[src/rtl/psfp_pkg.sv]
package psfp_pkg;

	// header bytes and minimum length for a frame that yields results
	localparam logic [7:0]  HDR_FIRST  = 8'h42;
	localparam logic [7:0]  HDR_SECOND = 8'h4D;
	localparam logic [15:0] MIN_LEN    = 16'd28;

	// stored payload: frame positions 4..29, packed two bytes per word
	localparam int STORE_BYTES = 26;
	localparam int STORE_WORDS = STORE_BYTES / 2;
	localparam int ADDR_W      = $clog2(STORE_WORDS);

	// result field indexes with a meaning of their own
	localparam logic [3:0] IDX_VERSION = 4'd12;
	localparam logic [3:0] IDX_ERROR   = 4'd13;

	// payload write and frame push from the parser
	typedef struct packed {
		logic              we;
		logic [ADDR_W-1:0] addr;
		logic              hi;
		logic [7:0]        data;
		logic              push;
	} buf_wr_t;

	// word read and frame release from the emitter
	typedef struct packed {
		logic [ADDR_W-1:0] addr;
		logic              pop;
	} buf_rd_t;

	// buffer status toward both sides
	typedef struct packed {
		logic        full;
		logic        avail;
		logic [15:0] data;
	} buf_stat_t;

endpackage

[src/rtl/psfp_front.sv]
module psfp_front (
	input  logic              clk,
	input  logic              arst_n,
	input  logic              byte_valid,
	output logic              byte_stall,
	input  logic [7:0]        rx_byte,
	input  psfp_pkg::buf_stat_t stat,
	output psfp_pkg::buf_wr_t wr
);
	import psfp_pkg::*;

	typedef enum logic [2:0] {
		ST_HUNT = 3'b001,
		ST_HDR  = 3'b010,
		ST_DATA = 3'b100
	} state_t;

	state_t      state_q;
	logic [16:0] pos_q;
	logic [15:0] len_q;
	logic [15:0] sum_q;
	logic [7:0]  chk_hi_q;

	logic        acc;
	logic        in_data;
	logic        past_len;
	logic [16:0] pm4;
	logic [16:0] len_end;
	logic [16:0] len_chk;
	logic        frame_end;
	logic        sum_ok;
	logic [15:0] sum_add;

	// position arithmetic and frame end detection
	always_comb begin
		acc       = byte_valid & ~stat.full;
		in_data   = (state_q == ST_DATA);
		pm4       = pos_q - 17'd4;
		len_end   = {1'b0, len_q} + 17'd3;
		len_chk   = {1'b0, len_q} + 17'd2;
		past_len  = (pos_q >= 17'd4);
		sum_add   = sum_q + {8'd0, rx_byte};
		// zero length ends on the low length byte itself
		frame_end = in_data &&
			((pos_q == 17'd3 && len_q[15:8] == 8'd0 && rx_byte == 8'd0) ||
			 (past_len && pos_q >= len_end));
		sum_ok    = past_len && (len_q >= MIN_LEN) && (pos_q == len_end) &&
			({chk_hi_q, rx_byte} == sum_q);
	end

	// payload write and push toward the buffer
	always_comb begin
		byte_stall = stat.full;
		wr.we      = acc && in_data && past_len &&
			(pm4 < 17'(STORE_BYTES));
		wr.addr    = pm4[ADDR_W:1];
		wr.hi      = ~pm4[0];
		wr.data    = rx_byte;
		wr.push    = acc && frame_end && sum_ok;
	end

	// parser state
	always_ff @(posedge clk or negedge arst_n) begin
		if (!arst_n) begin
			state_q  <= ST_HUNT;
			pos_q    <= '0;
			len_q    <= '0;
			sum_q    <= '0;
			chk_hi_q <= '0;
		end else if (acc) begin
			unique case (state_q)
				ST_HDR: begin
					if (rx_byte == HDR_SECOND) begin
						sum_q   <= sum_add;
						pos_q   <= 17'd2;
						state_q <= ST_DATA;
					end else begin
						pos_q   <= '0;
						state_q <= ST_HUNT;
					end
				end
				ST_DATA: begin
					if (pos_q == 17'd2) begin
						len_q <= {rx_byte, 8'd0};
						sum_q <= sum_add;
					end else if (pos_q == 17'd3) begin
						len_q <= {len_q[15:8], rx_byte};
						sum_q <= sum_add;
					end else if (pos_q < len_chk) begin
						sum_q <= sum_add;
					end else if (pos_q == len_chk) begin
						chk_hi_q <= rx_byte;
					end
					if (frame_end) begin
						pos_q   <= '0;
						state_q <= ST_HUNT;
					end else begin
						pos_q <= pos_q + 17'd1;
					end
				end
				default: begin
					if (rx_byte == HDR_FIRST) begin
						sum_q   <= {8'd0, HDR_FIRST};
						pos_q   <= 17'd1;
						state_q <= ST_HDR;
					end
				end
			endcase
		end
	end

endmodule

[src/rtl/psfp_frame_buf.sv]
module psfp_frame_buf (
	input  logic                clk,
	input  logic                arst_n,
	input  psfp_pkg::buf_wr_t   wr,
	input  psfp_pkg::buf_rd_t   rd,
	output psfp_pkg::buf_stat_t stat
);
	import psfp_pkg::*;

	logic [15:0] mem_q [2][STORE_WORDS];
	logic        wr_bank_q;
	logic        rd_bank_q;
	logic [1:0]  count_q;

	// two frame slots: one being filled, one being drained
	always_comb begin
		stat.full  = (count_q == 2'd2);
		stat.avail = (count_q != 2'd0);
		stat.data  = mem_q[rd_bank_q][rd.addr];
	end

	// payload bytes into the fill bank
	always_ff @(posedge clk) begin
		if (wr.we) begin
			if (wr.hi) begin
				mem_q[wr_bank_q][wr.addr][15:8] <= wr.data;
			end else begin
				mem_q[wr_bank_q][wr.addr][7:0] <= wr.data;
			end
		end
	end

	// slot pointers and occupancy
	always_ff @(posedge clk or negedge arst_n) begin
		if (!arst_n) begin
			wr_bank_q <= 1'b0;
			rd_bank_q <= 1'b0;
			count_q   <= '0;
		end else begin
			if (wr.push) begin
				wr_bank_q <= ~wr_bank_q;
			end
			if (rd.pop) begin
				rd_bank_q <= ~rd_bank_q;
			end
			case ({wr.push, rd.pop})
				2'b10:   count_q <= count_q + 2'd1;
				2'b01:   count_q <= count_q - 2'd1;
				default: count_q <= count_q;
			endcase
		end
	end

endmodule

[src/rtl/psfp_back.sv]
module psfp_back (
	input  logic                clk,
	input  logic                arst_n,
	input  psfp_pkg::buf_stat_t stat,
	output psfp_pkg::buf_rd_t   rd,
	output logic                field_valid,
	input  logic                field_stall,
	output logic [3:0]          field_index,
	output logic [15:0]         field_value,
	output logic                last
);
	import psfp_pkg::*;

	logic [3:0]  k_q;
	logic        vld_q;
	logic [3:0]  idx_q;
	logic [15:0] val_q;
	logic        last_q;
	logic        load;
	logic [15:0] val_next;

	// word select and value shaping for the current field
	always_comb begin
		load    = stat.avail && (!vld_q || !field_stall);
		rd.addr = (k_q < IDX_VERSION) ? k_q[ADDR_W-1:0] : IDX_VERSION[ADDR_W-1:0];
		rd.pop  = load && (k_q == IDX_ERROR);
		if (k_q == IDX_VERSION) begin
			val_next = {8'd0, stat.data[15:8]};
		end else if (k_q == IDX_ERROR) begin
			val_next = {8'd0, stat.data[7:0]};
		end else begin
			val_next = stat.data;
		end
	end

	// output register and field counter
	always_ff @(posedge clk or negedge arst_n) begin
		if (!arst_n) begin
			k_q    <= '0;
			vld_q  <= 1'b0;
			idx_q  <= '0;
			val_q  <= '0;
			last_q <= 1'b0;
		end else if (load) begin
			vld_q  <= 1'b1;
			idx_q  <= k_q;
			val_q  <= val_next;
			last_q <= (k_q == IDX_ERROR);
			k_q    <= (k_q == IDX_ERROR) ? 4'd0 : k_q + 4'd1;
		end else if (!field_stall) begin
			vld_q <= 1'b0;
		end
	end

	assign field_valid = vld_q;
	assign field_index = idx_q;
	assign field_value = val_q;
	assign last        = last_q;

endmodule

[src/rtl/particle_sensor_frame_parser_top.sv]
// Particle sensor frame parser.
// Byte channel: rx_byte with byte_valid / byte_stall; a request is taken at a
// clock edge with byte_valid high and byte_stall low; one byte per unstalled cycle.
// Field channel: field_index, field_value, last with field_valid / field_stall.
// A frame with a good sum and length of at least 28 gives 14 requests:
// twelve big-endian words, the version byte, then the error code with last set.
// Bad or short frames give nothing.
// The first field is registered from the filled slot after the final checksum
// byte is taken; the rest follow one per cycle while field_stall is low.
// Two frame slots sit between the parser and the emitter, so the parser keeps
// taking bytes while a frame drains. byte_stall rises only when both slots hold
// finished frames not yet emitted, and falls once the emitter releases one.
// A stalled field request holds its value until taken.
// Reset (arst_n low) returns the parser to header hunting and empties both
// slots; no clearing pass is needed.
module particle_sensor_frame_parser_top (
	input  logic        clk,
	input  logic        arst_n,
	input  logic        byte_valid,
	output logic        byte_stall,
	input  logic [7:0]  rx_byte,
	output logic        field_valid,
	input  logic        field_stall,
	output logic [3:0]  field_index,
	output logic [15:0] field_value,
	output logic        last
);
	import psfp_pkg::*;

	buf_wr_t   wr;
	buf_rd_t   rd;
	buf_stat_t stat;

	// header hunt, length, sum check, payload capture
	psfp_front u_front (
		.clk        (clk),
		.arst_n     (arst_n),
		.byte_valid (byte_valid),
		.byte_stall (byte_stall),
		.rx_byte    (rx_byte),
		.stat       (stat),
		.wr         (wr)
	);

	// two-slot frame store
	psfp_frame_buf u_buf (
		.clk    (clk),
		.arst_n (arst_n),
		.wr     (wr),
		.rd     (rd),
		.stat   (stat)
	);

	// field emitter
	psfp_back u_back (
		.clk         (clk),
		.arst_n      (arst_n),
		.stat        (stat),
		.rd          (rd),
		.field_valid (field_valid),
		.field_stall (field_stall),
		.field_index (field_index),
		.field_value (field_value),
		.last        (last)
	);

endmodule
[config.mk]
export PLATFORM = sky130hd
export DESIGN_NAME = particle_sensor_frame_parser_top
export DESIGN_NICKNAME = d
export VERILOG_FILES = /design/src/rtl/psfp_pkg.sv /design/src/rtl/psfp_front.sv /design/src/rtl/psfp_frame_buf.sv /design/src/rtl/psfp_back.sv /design/src/rtl/particle_sensor_frame_parser_top.sv
export SDC_FILE = /design/constraint.sdc
export NUM_CORES = 1
export LEC_CHECK = 0
export BUFFER_PORTS_ARGS = -buffer_cell sky130_fd_sc_hd__buf_2
export CAP_MARGIN = 20
export CORE_MARGIN = 4
export CORE_UTILIZATION = 42
export CTS_CLUSTER_DIAMETER = 30
export DETAILED_ROUTE_END_ITERATION = 16
export PLACE_DENSITY_LB_ADDON = 0.1
export SKIP_LAST_GASP = 1
export SLEW_MARGIN = 20
export SYNTH_ARGS = -nofsm -noshare
export SYNTH_HDL_FRONTEND = slang
export SYNTH_SLANG_ARGS = --single-unit
[constraint.sdc]
create_clock -name clk -period 4.2 [get_ports clk]
set_input_delay 0.84 -clock clk [delete_from_list [all_inputs] [get_ports clk]]
set_output_delay 0.84 -clock clk [all_outputs]
set_load 0.01 [all_outputs]
== Word level (Yosys, flattened, before mapping) ==
Memory sizes are Yosys's and may differ from the RTL's.
Cells that the tools add are included.

* Memories: 1
* Word-level logic and storage cells: 542
* Input port bits: 12
* Memory bits (writable): 416
* Flip-flop bits (word level): 90
* Output and inout port bits: 23

* Muxes and demuxes: 244
* $lt $le $gt $ge: 9
* Equal/unequal tests: 18
* Add/subtract/negate cells: 8
* Reduce and logical (&&, ||, !) cells: 31
* Bitwise logic cells: 217

{| class="wikitable"
|+ Memories
! memory !! depth !! bits a word !! rd ports !! clocked after memory_dff !! write ports !! line !! source
|-
| u_buf.mem_q || 2 || 208 || 1 || 0 || 1 || psfp_frame_buf.sv:10 || <nowiki>logic [15:0] mem_q [2][STORE_WORDS];</nowiki>
|}

{| class="wikitable"
|+ Operators by type and width
! cell !! count
|-
| $mux 208 || 2
|-
| $mux 1 || 214
|-
| $or 1x1->1 || 208
|-
| $mux 16 || 11
|-
| $demux 16 s4 || 2
|-
| $bmux 16 s4 || 1
|-
| $add 16x2->17 const B || 2
|-
| $eq 17x17->1 || 2
|-
| $eq 17x2->1 const B || 2
|-
| $mux 17 || 2
|-
| $pmux 17 s2 || 1
|-
| $pmux 16 s2 || 1
|-
| $add 17x1->17 const B || 1
|-
| $ge 17x17->1 || 1
|-
| $ge 17x3->1 const B || 1
|-
| $lt 17x17->1 || 1
|-
| $lt 17x5->1 const B || 1
|-
| $sub 17x3->17 const B || 1
|-
| $add 16x8->16 || 1
|-
| $eq 16x16->1 || 1
|-
| $eq 8x7->1 const B || 2
|-
| $ge 16x5->1 const B || 1
|-
| $logic_not 8->1 || 2
|-
| $mux 8 || 2
|-
| other kinds (31) || 64
|}

== Logic depth before layout (Yosys ltp) ==
* Depth in word-level cells: 9
* Depth in mapped cells: 17

== Modules after synthesis ==
From an unflattened synthesis, not the netlist that was laid out.

* Cell total of the unflattened synthesis: 1,558
* Area total of the unflattened synthesis: 22,625.4 um^2

{| class="wikitable"
|+ Modules (own cells, without submodules)
! module !! cells an instance !! sequential area each (um^2) !! area an instance (um^2) !! times used
|-
| psfp_frame_buf || 903 || 12,592.1 || 16,588.4 || 1
|-
| psfp_front || 558 || 1,502.7 || 4,922.2 || 1
|-
| psfp_back || 97 || 650.6 || 1,114.8 || 1
|}

== Worst setup path before layout ==
No wires, ideal clock.

* Path type: register to register
* Start point: register u_front.pos_q[2]
* End point: memory u_buf.mem_q[0][144] (netlist bit) (enable)
* Setup slack: 644 ps
* Path buffers: 1
* Required time: 3,830 ps
* Arrival: 3,186 ps
* Setup time: 370 ps
* Stages on the path, launching flop included: 11
* Clock period less this slack: 3,556 ps
* Cells stage by stage: dfrtp_1 clkbuf_1 inv_1 ha_1 or4b_4 or3b_2 a221oi_1 o2111ai_1 nor3b_2 nand2_1 nor2_1

* Longest elaborated chain between the ends: 8
* Elaborated cells on any way between the ends: 17
* Those cells by class: 1 x add/sub; 4 x order compare; 7 x mux; 2 x bitwise; 3 x reduce/logical

{| class="wikitable"
|+ RTL lines
! element !! line !! source
|-
| from (decl) || psfp_front.sv:19 || <nowiki>logic [16:0] pos_q;</nowiki>
|-
| from (signal assigned) || psfp_front.sv:98 || <nowiki>pos_q <= pos_q + 17'd1;</nowiki>
|-
| $sub 17x3->17 || psfp_front.sv:38 || <nowiki>pm4 = pos_q - 17'd4;</nowiki>
|-
| $not 4->5 (implied by the code) || psfp_frame_buf.sv:26, psfp_frame_buf.sv:28 ||
|-
| $ge 5x5->1 (implied by the code) or $lt 5x1->1 (tied branches) || psfp_frame_buf.sv:28 || <nowiki>mem_q[wr_bank_q][wr.addr][7:0] <= wr.data;</nowiki>
|-
| $logic_and 1x1->1 (implied by the code) || psfp_frame_buf.sv:28 ||
|-
| $mux 8 (implied by the code) || psfp_frame_buf.sv:28 ||
|-
| $demux 16 s4 || psfp_frame_buf.sv:28 ||
|-
| $mux 208 (implied by the code) || psfp_frame_buf.sv:28 ||
|-
| $or 1x1->1 (no source line) (*) || - ||
|-
| to (decl) || psfp_frame_buf.sv:10 ||
|}

Every way passes the cells marked *; elsewhere a longest branch is shown, timed or not.

== Worst setup path in the final report ==
* Start point: register u_front.len_q[5]
* End point: register u_front.pos_q[4]

* Longest elaborated chain between the ends: 7

{| class="wikitable"
|+ RTL lines
! element !! line !! source
|-
| from (decl) || psfp_front.sv:20 || <nowiki>logic [15:0] len_q;</nowiki>
|-
| from (signal assigned) || psfp_front.sv:84 || <nowiki>len_q <= {rx_byte, 8'd0};</nowiki>
|-
| from (signal assigned) || psfp_front.sv:87 || <nowiki>len_q <= {len_q[15:8], rx_byte};</nowiki>
|-
| $add 16x2->17 || psfp_front.sv:39 || <nowiki>len_end = {1'b0, len_q} + 17'd3;</nowiki>
|-
| $ge 17x17->1 || psfp_front.sv:46 || <nowiki>(past_len && pos_q >= len_end));</nowiki>
|-
| $logic_and 1x1->1 || psfp_front.sv:46 ||
|-
| $logic_or 1x1->1 || psfp_front.sv:45 || <nowiki>((pos_q == 17'd3 && len_q[15:8] == 8'd0 && rx_byte == 8'd0) ||</nowiki>
|-
| $logic_and 1x1->1 || psfp_front.sv:44 || <nowiki>frame_end = in_data &&</nowiki>
|-
| $mux 17 || psfp_front.sv:94 || <nowiki>if (frame_end) begin</nowiki>
|-
| $pmux 17 s2 || psfp_front.sv:71 || <nowiki>unique case (state_q)</nowiki>
|}

Every way passes these cells.
A chain may end at the register's enable or synchronous reset.

==> metrics.md <==
| Metric | Value |
|---|---|
| Clk slew on worst S/H paths | `50 ps` |
| Setup TNS Final | `0 ps` |
| Cell Pwr Density | `531 mW/mm2` |
| Syn Std Cell Area | `0.0224 mm2` |
| Final Setup Violations | `0` |
| H-tree depth | `3` |
| Initial core utilization | `0.425` |
| Top cell type's share of synthesized area | `0.558` |
| Clock share of power | `0.574` |
| Final wirelength | `roughly 60000 um` |
| Grt ovf | `0` |
| Die height | `roughly 240 um` |
| Die ar. | `0.0570 mm2` |
| DR iter-0 viols | `1213` |
| Hold crit path type | `input pin to async pin` |
| Top_reg_cell synth | `edfxtp_1` |
| CP startpoint kind | `register` |
| Clk_skew | `37.0 ps` |
| Port buffer count | `34` |
| Switching pwr | `3.42 mW` |
| Switching share of total power | `0.232` |
| Clock sink count | `506` |
| Cell with the most instances after synthesis | `edfxtp_1` |
| IO Count | `35` |
| Die Wd | `239 um` |
| RSZ-0062 raised after global routing | `false` |
| Yosys warns | `0` |
| WL/cell | `24.4 um` |
| Post-synthesis async set-or-reset flop share | `0.178` |
| Combinational power share | `0.049` |
| Achievable Freq | `roughly 0.25 GHz` |
| Area growth syn-to-layout | `24.0%` |
| Max cap viols | `0` |
| Placed wire-length estimate | `38200 um` |
| Cell variety after synth | `72` |
| Largest net degree at the start of global routing | `63` |
| Fin nets | `1743` |
| Root buf cell | `clkbuf_16` |
| Max-slew headroom | `0.319` |
| Core Box Area | `0.0527 mm2` |
| Final Critical Period | `about 3900 ps` |
| Data required, critical path | `roughly 4700 ps` |
| Leak Pwr | `between 9 and 10 nW` |
| VDD IR max | `~0.00033 V` |
| Rows | `84` |
| Syn Area/Cell | `14.9 um2` |
| Remaining DRCs | `0` |
| Number of synthesized flops with an enable pin | `416` |
| Total number of vias | `~14000` |
| Sequential share of the synthesized area | `0.659` |
| Clock Latency Late Sink | `660 ps` |
| Drt pass-1 iters | `6` |
| Share of layout cells above drive strength 1 | `0.256` |
| TritonCTS clock tree | `built` |
| Pint | `11.3 mW` |
| Fin util | `0.527` |
| Fin crit share | `0.934` |
| Initial antenna violation count | `3` |
| WP data arrival | `4460 ps` |
| Post-Synthesis Cells | `1500` |
| Critical path capture point type | `register` |
| Post-route ant nets | `0` |
| Max Slew Vio Count | `0` |
| GRT Resource Usage Total | `0.213` |
| Placer congestion estimate | `0.823` |
| Cell taking the most area after synthesis | `edfxtp_1` |
| Slew @ Worst Pin | `996 ps` |
| Crit-path max FO | `24` |
| Final Hold Fails | `0` |
| Synth top cells by count | `416 x edfxtp_1, 108 x nor2_1, 93 x nand2_1` |
| Mapped Nets | `1565` |
| Worst Path Class, Setup | `register to register` |
| Vias in the first global route | `14261` |
| First-pass GRT wire length | `just over 90000 um` |
| Top post-synthesis cells by area | `edfxtp_1 56%, dfrtp_1 10%, mux4_2 8.6%` |
| Clock buffer count from CTS | `109` |
| Flops & latches, synth | `506` |
| Status | `complete, no violations` |
| Vias per cell | `5.61` |
| Register share of total power | `0.376` |
| Clock tree buffer depth | `3` |
sequential cells by signal (all words and copies together) (netlist names):
signal              flops
u_back.field_index      4
u_back.field_valid      1
u_back.field_value     16
u_back.k_q              4
u_back.last             1
u_buf.count_q           2
u_buf.mem_q           416
u_buf.rd_bank_q         1
u_buf.wr_bank_q         1
u_front.chk_hi_q        8
u_front.len_q          16
u_front.pos_q          17
u_front.state_q         3
u_front.sum_q          16
placed cells by master (no fill, tap or decap), types with 10 or more instances in the layout:
cell type   count
clkinv_2       15
a211oi_1       22
and3_1         10
nor3_1         19
ha_1           52
buf_4         104
nor2b_1        15
clkinv_1       14
clkinvlp_4     17
clkinv_4       19
o21ai_0        67
nand4_1        18
a22oi_1        10
xor2_1         11
nand2b_1       17
nand3_1        39
nand2_1        93
and2_1         13
mux4_2         85
buf_2          33
a31oi_1        30
mux2_2         23
a21oi_1        55
bufinv_16      12
inv_1          31
clkbuf_16     110
edfxtp_1      416
nor2_1        108
mux2i_1        40
dfrtp_1        87
xnor2_1        34
routing by layer:
metal / vias up / routed length, um / track usage
li1: 6293 / - / -
met1: 7014 / 26500 / 0.296
met2: 419 / 28300 / 0.335
met3: 98 / 3710 / 0.0446
met4: 0 / 1700 / 0.0753
met5: - / 0 / 0
stage by stage:
stage | hold slack (ps) | area (um2) | power, mW | worst slack [ps] | instances
3_5_place_dp | 467 | 24000 | 6.35 | 289 | 2255
5_1_grt | 307 | 27700 | 15.3 | 3.63 | 2462
2_1_floorplan | 447 | 22400 | 6.05 | 644 | 1500
3_3_place_gp | 459 | 24000 | 6.34 | 405 | 2255
4_1_cts | 266 | 27700 | 14.9 | 293 | 2462
6_report | 259 | 27700 | 14.7 | 276 | 2463
layout make-up:
type | instances | area, um2
inverter | 31 | 116
clock buffer | 118 | 2780
sequential | 506 | 14800
antenna | 1 | 2.50
multi-input combinational | 889 | 7240
clock inverter | 89 | 973
timing repair buffer | 141 | 1030
fill | 4358 | 24900
tap | 688 | 861
critical path: stages, from the launching register on:
cell	delay (ps)
dfrtp_1	430
inv_1	140
nor3_1	360
and3_1	220
nor2b_1	390
nand3_1	160
xor2_1	170
ha_1	300
nand4_1	160
nor2_1	90
a311oi_1	360
a21oi_1	200
nor4_4	230
buf_4	290
a31oi_1	130
a31oi_1	180
what timing repair did:
action	CTS	global route
gates resized for setup	0	1
endpoints found under the setup margin	0	9
setup buffers	0	0
hold buffers	0	0
power by group through the flow:
stage	sequential [mW]	clock [mW]	combinational, mW
finish	5.54	8.46	0.726
global route	5.54	8.91	0.810
CTS	5.54	8.60	0.728
detailed placement	5.63	0	0.725
global placement	5.63	0	0.717
floorplan	5.62	0	0.432
worst paths after layout:
path	startpoint	end	slack [ps]	cells past startpoint
min in group clk	field_stall	u_back.field_valid$_DFFE_PN0P_	460	3
worst min-delay path	arst_n	u_front.sum_q[8]$_DFFE_PN0P_	260	1
worst max-delay path	u_front.len_q[5]$_DFFE_PN0P_	u_front.pos_q[4]$_DFFE_PN0P_	280	15
worst max register to register	u_front.len_q[5]$_DFFE_PN0P_	u_front.pos_q[4]$_DFFE_PN0P_	280	15
worst min register to register	u_back.last$_DFFE_PN0P_	u_back.last$_DFFE_PN0P_	480	2
max in group asynchronous	arst_n	u_front.state_q[0]$_DFFE_PN1P_	3060	2
cell families after synthesis:
| kind of cell | synth area share |
|---|---|
| AO/OA/AOI/OAI | 0.0768 |
| XOR/XNOR | 0.0176 |
| flip-flops | 0.659 |
| buffers and inverters | 0.0188 |
| multiplexers | 0.115 |
| adder cells (fa/ha/maj) | 0.0300 |
| AND/OR/NAND/NOR | 0.0826 |
No activity file was read; power rests on OpenSTA's default activity.
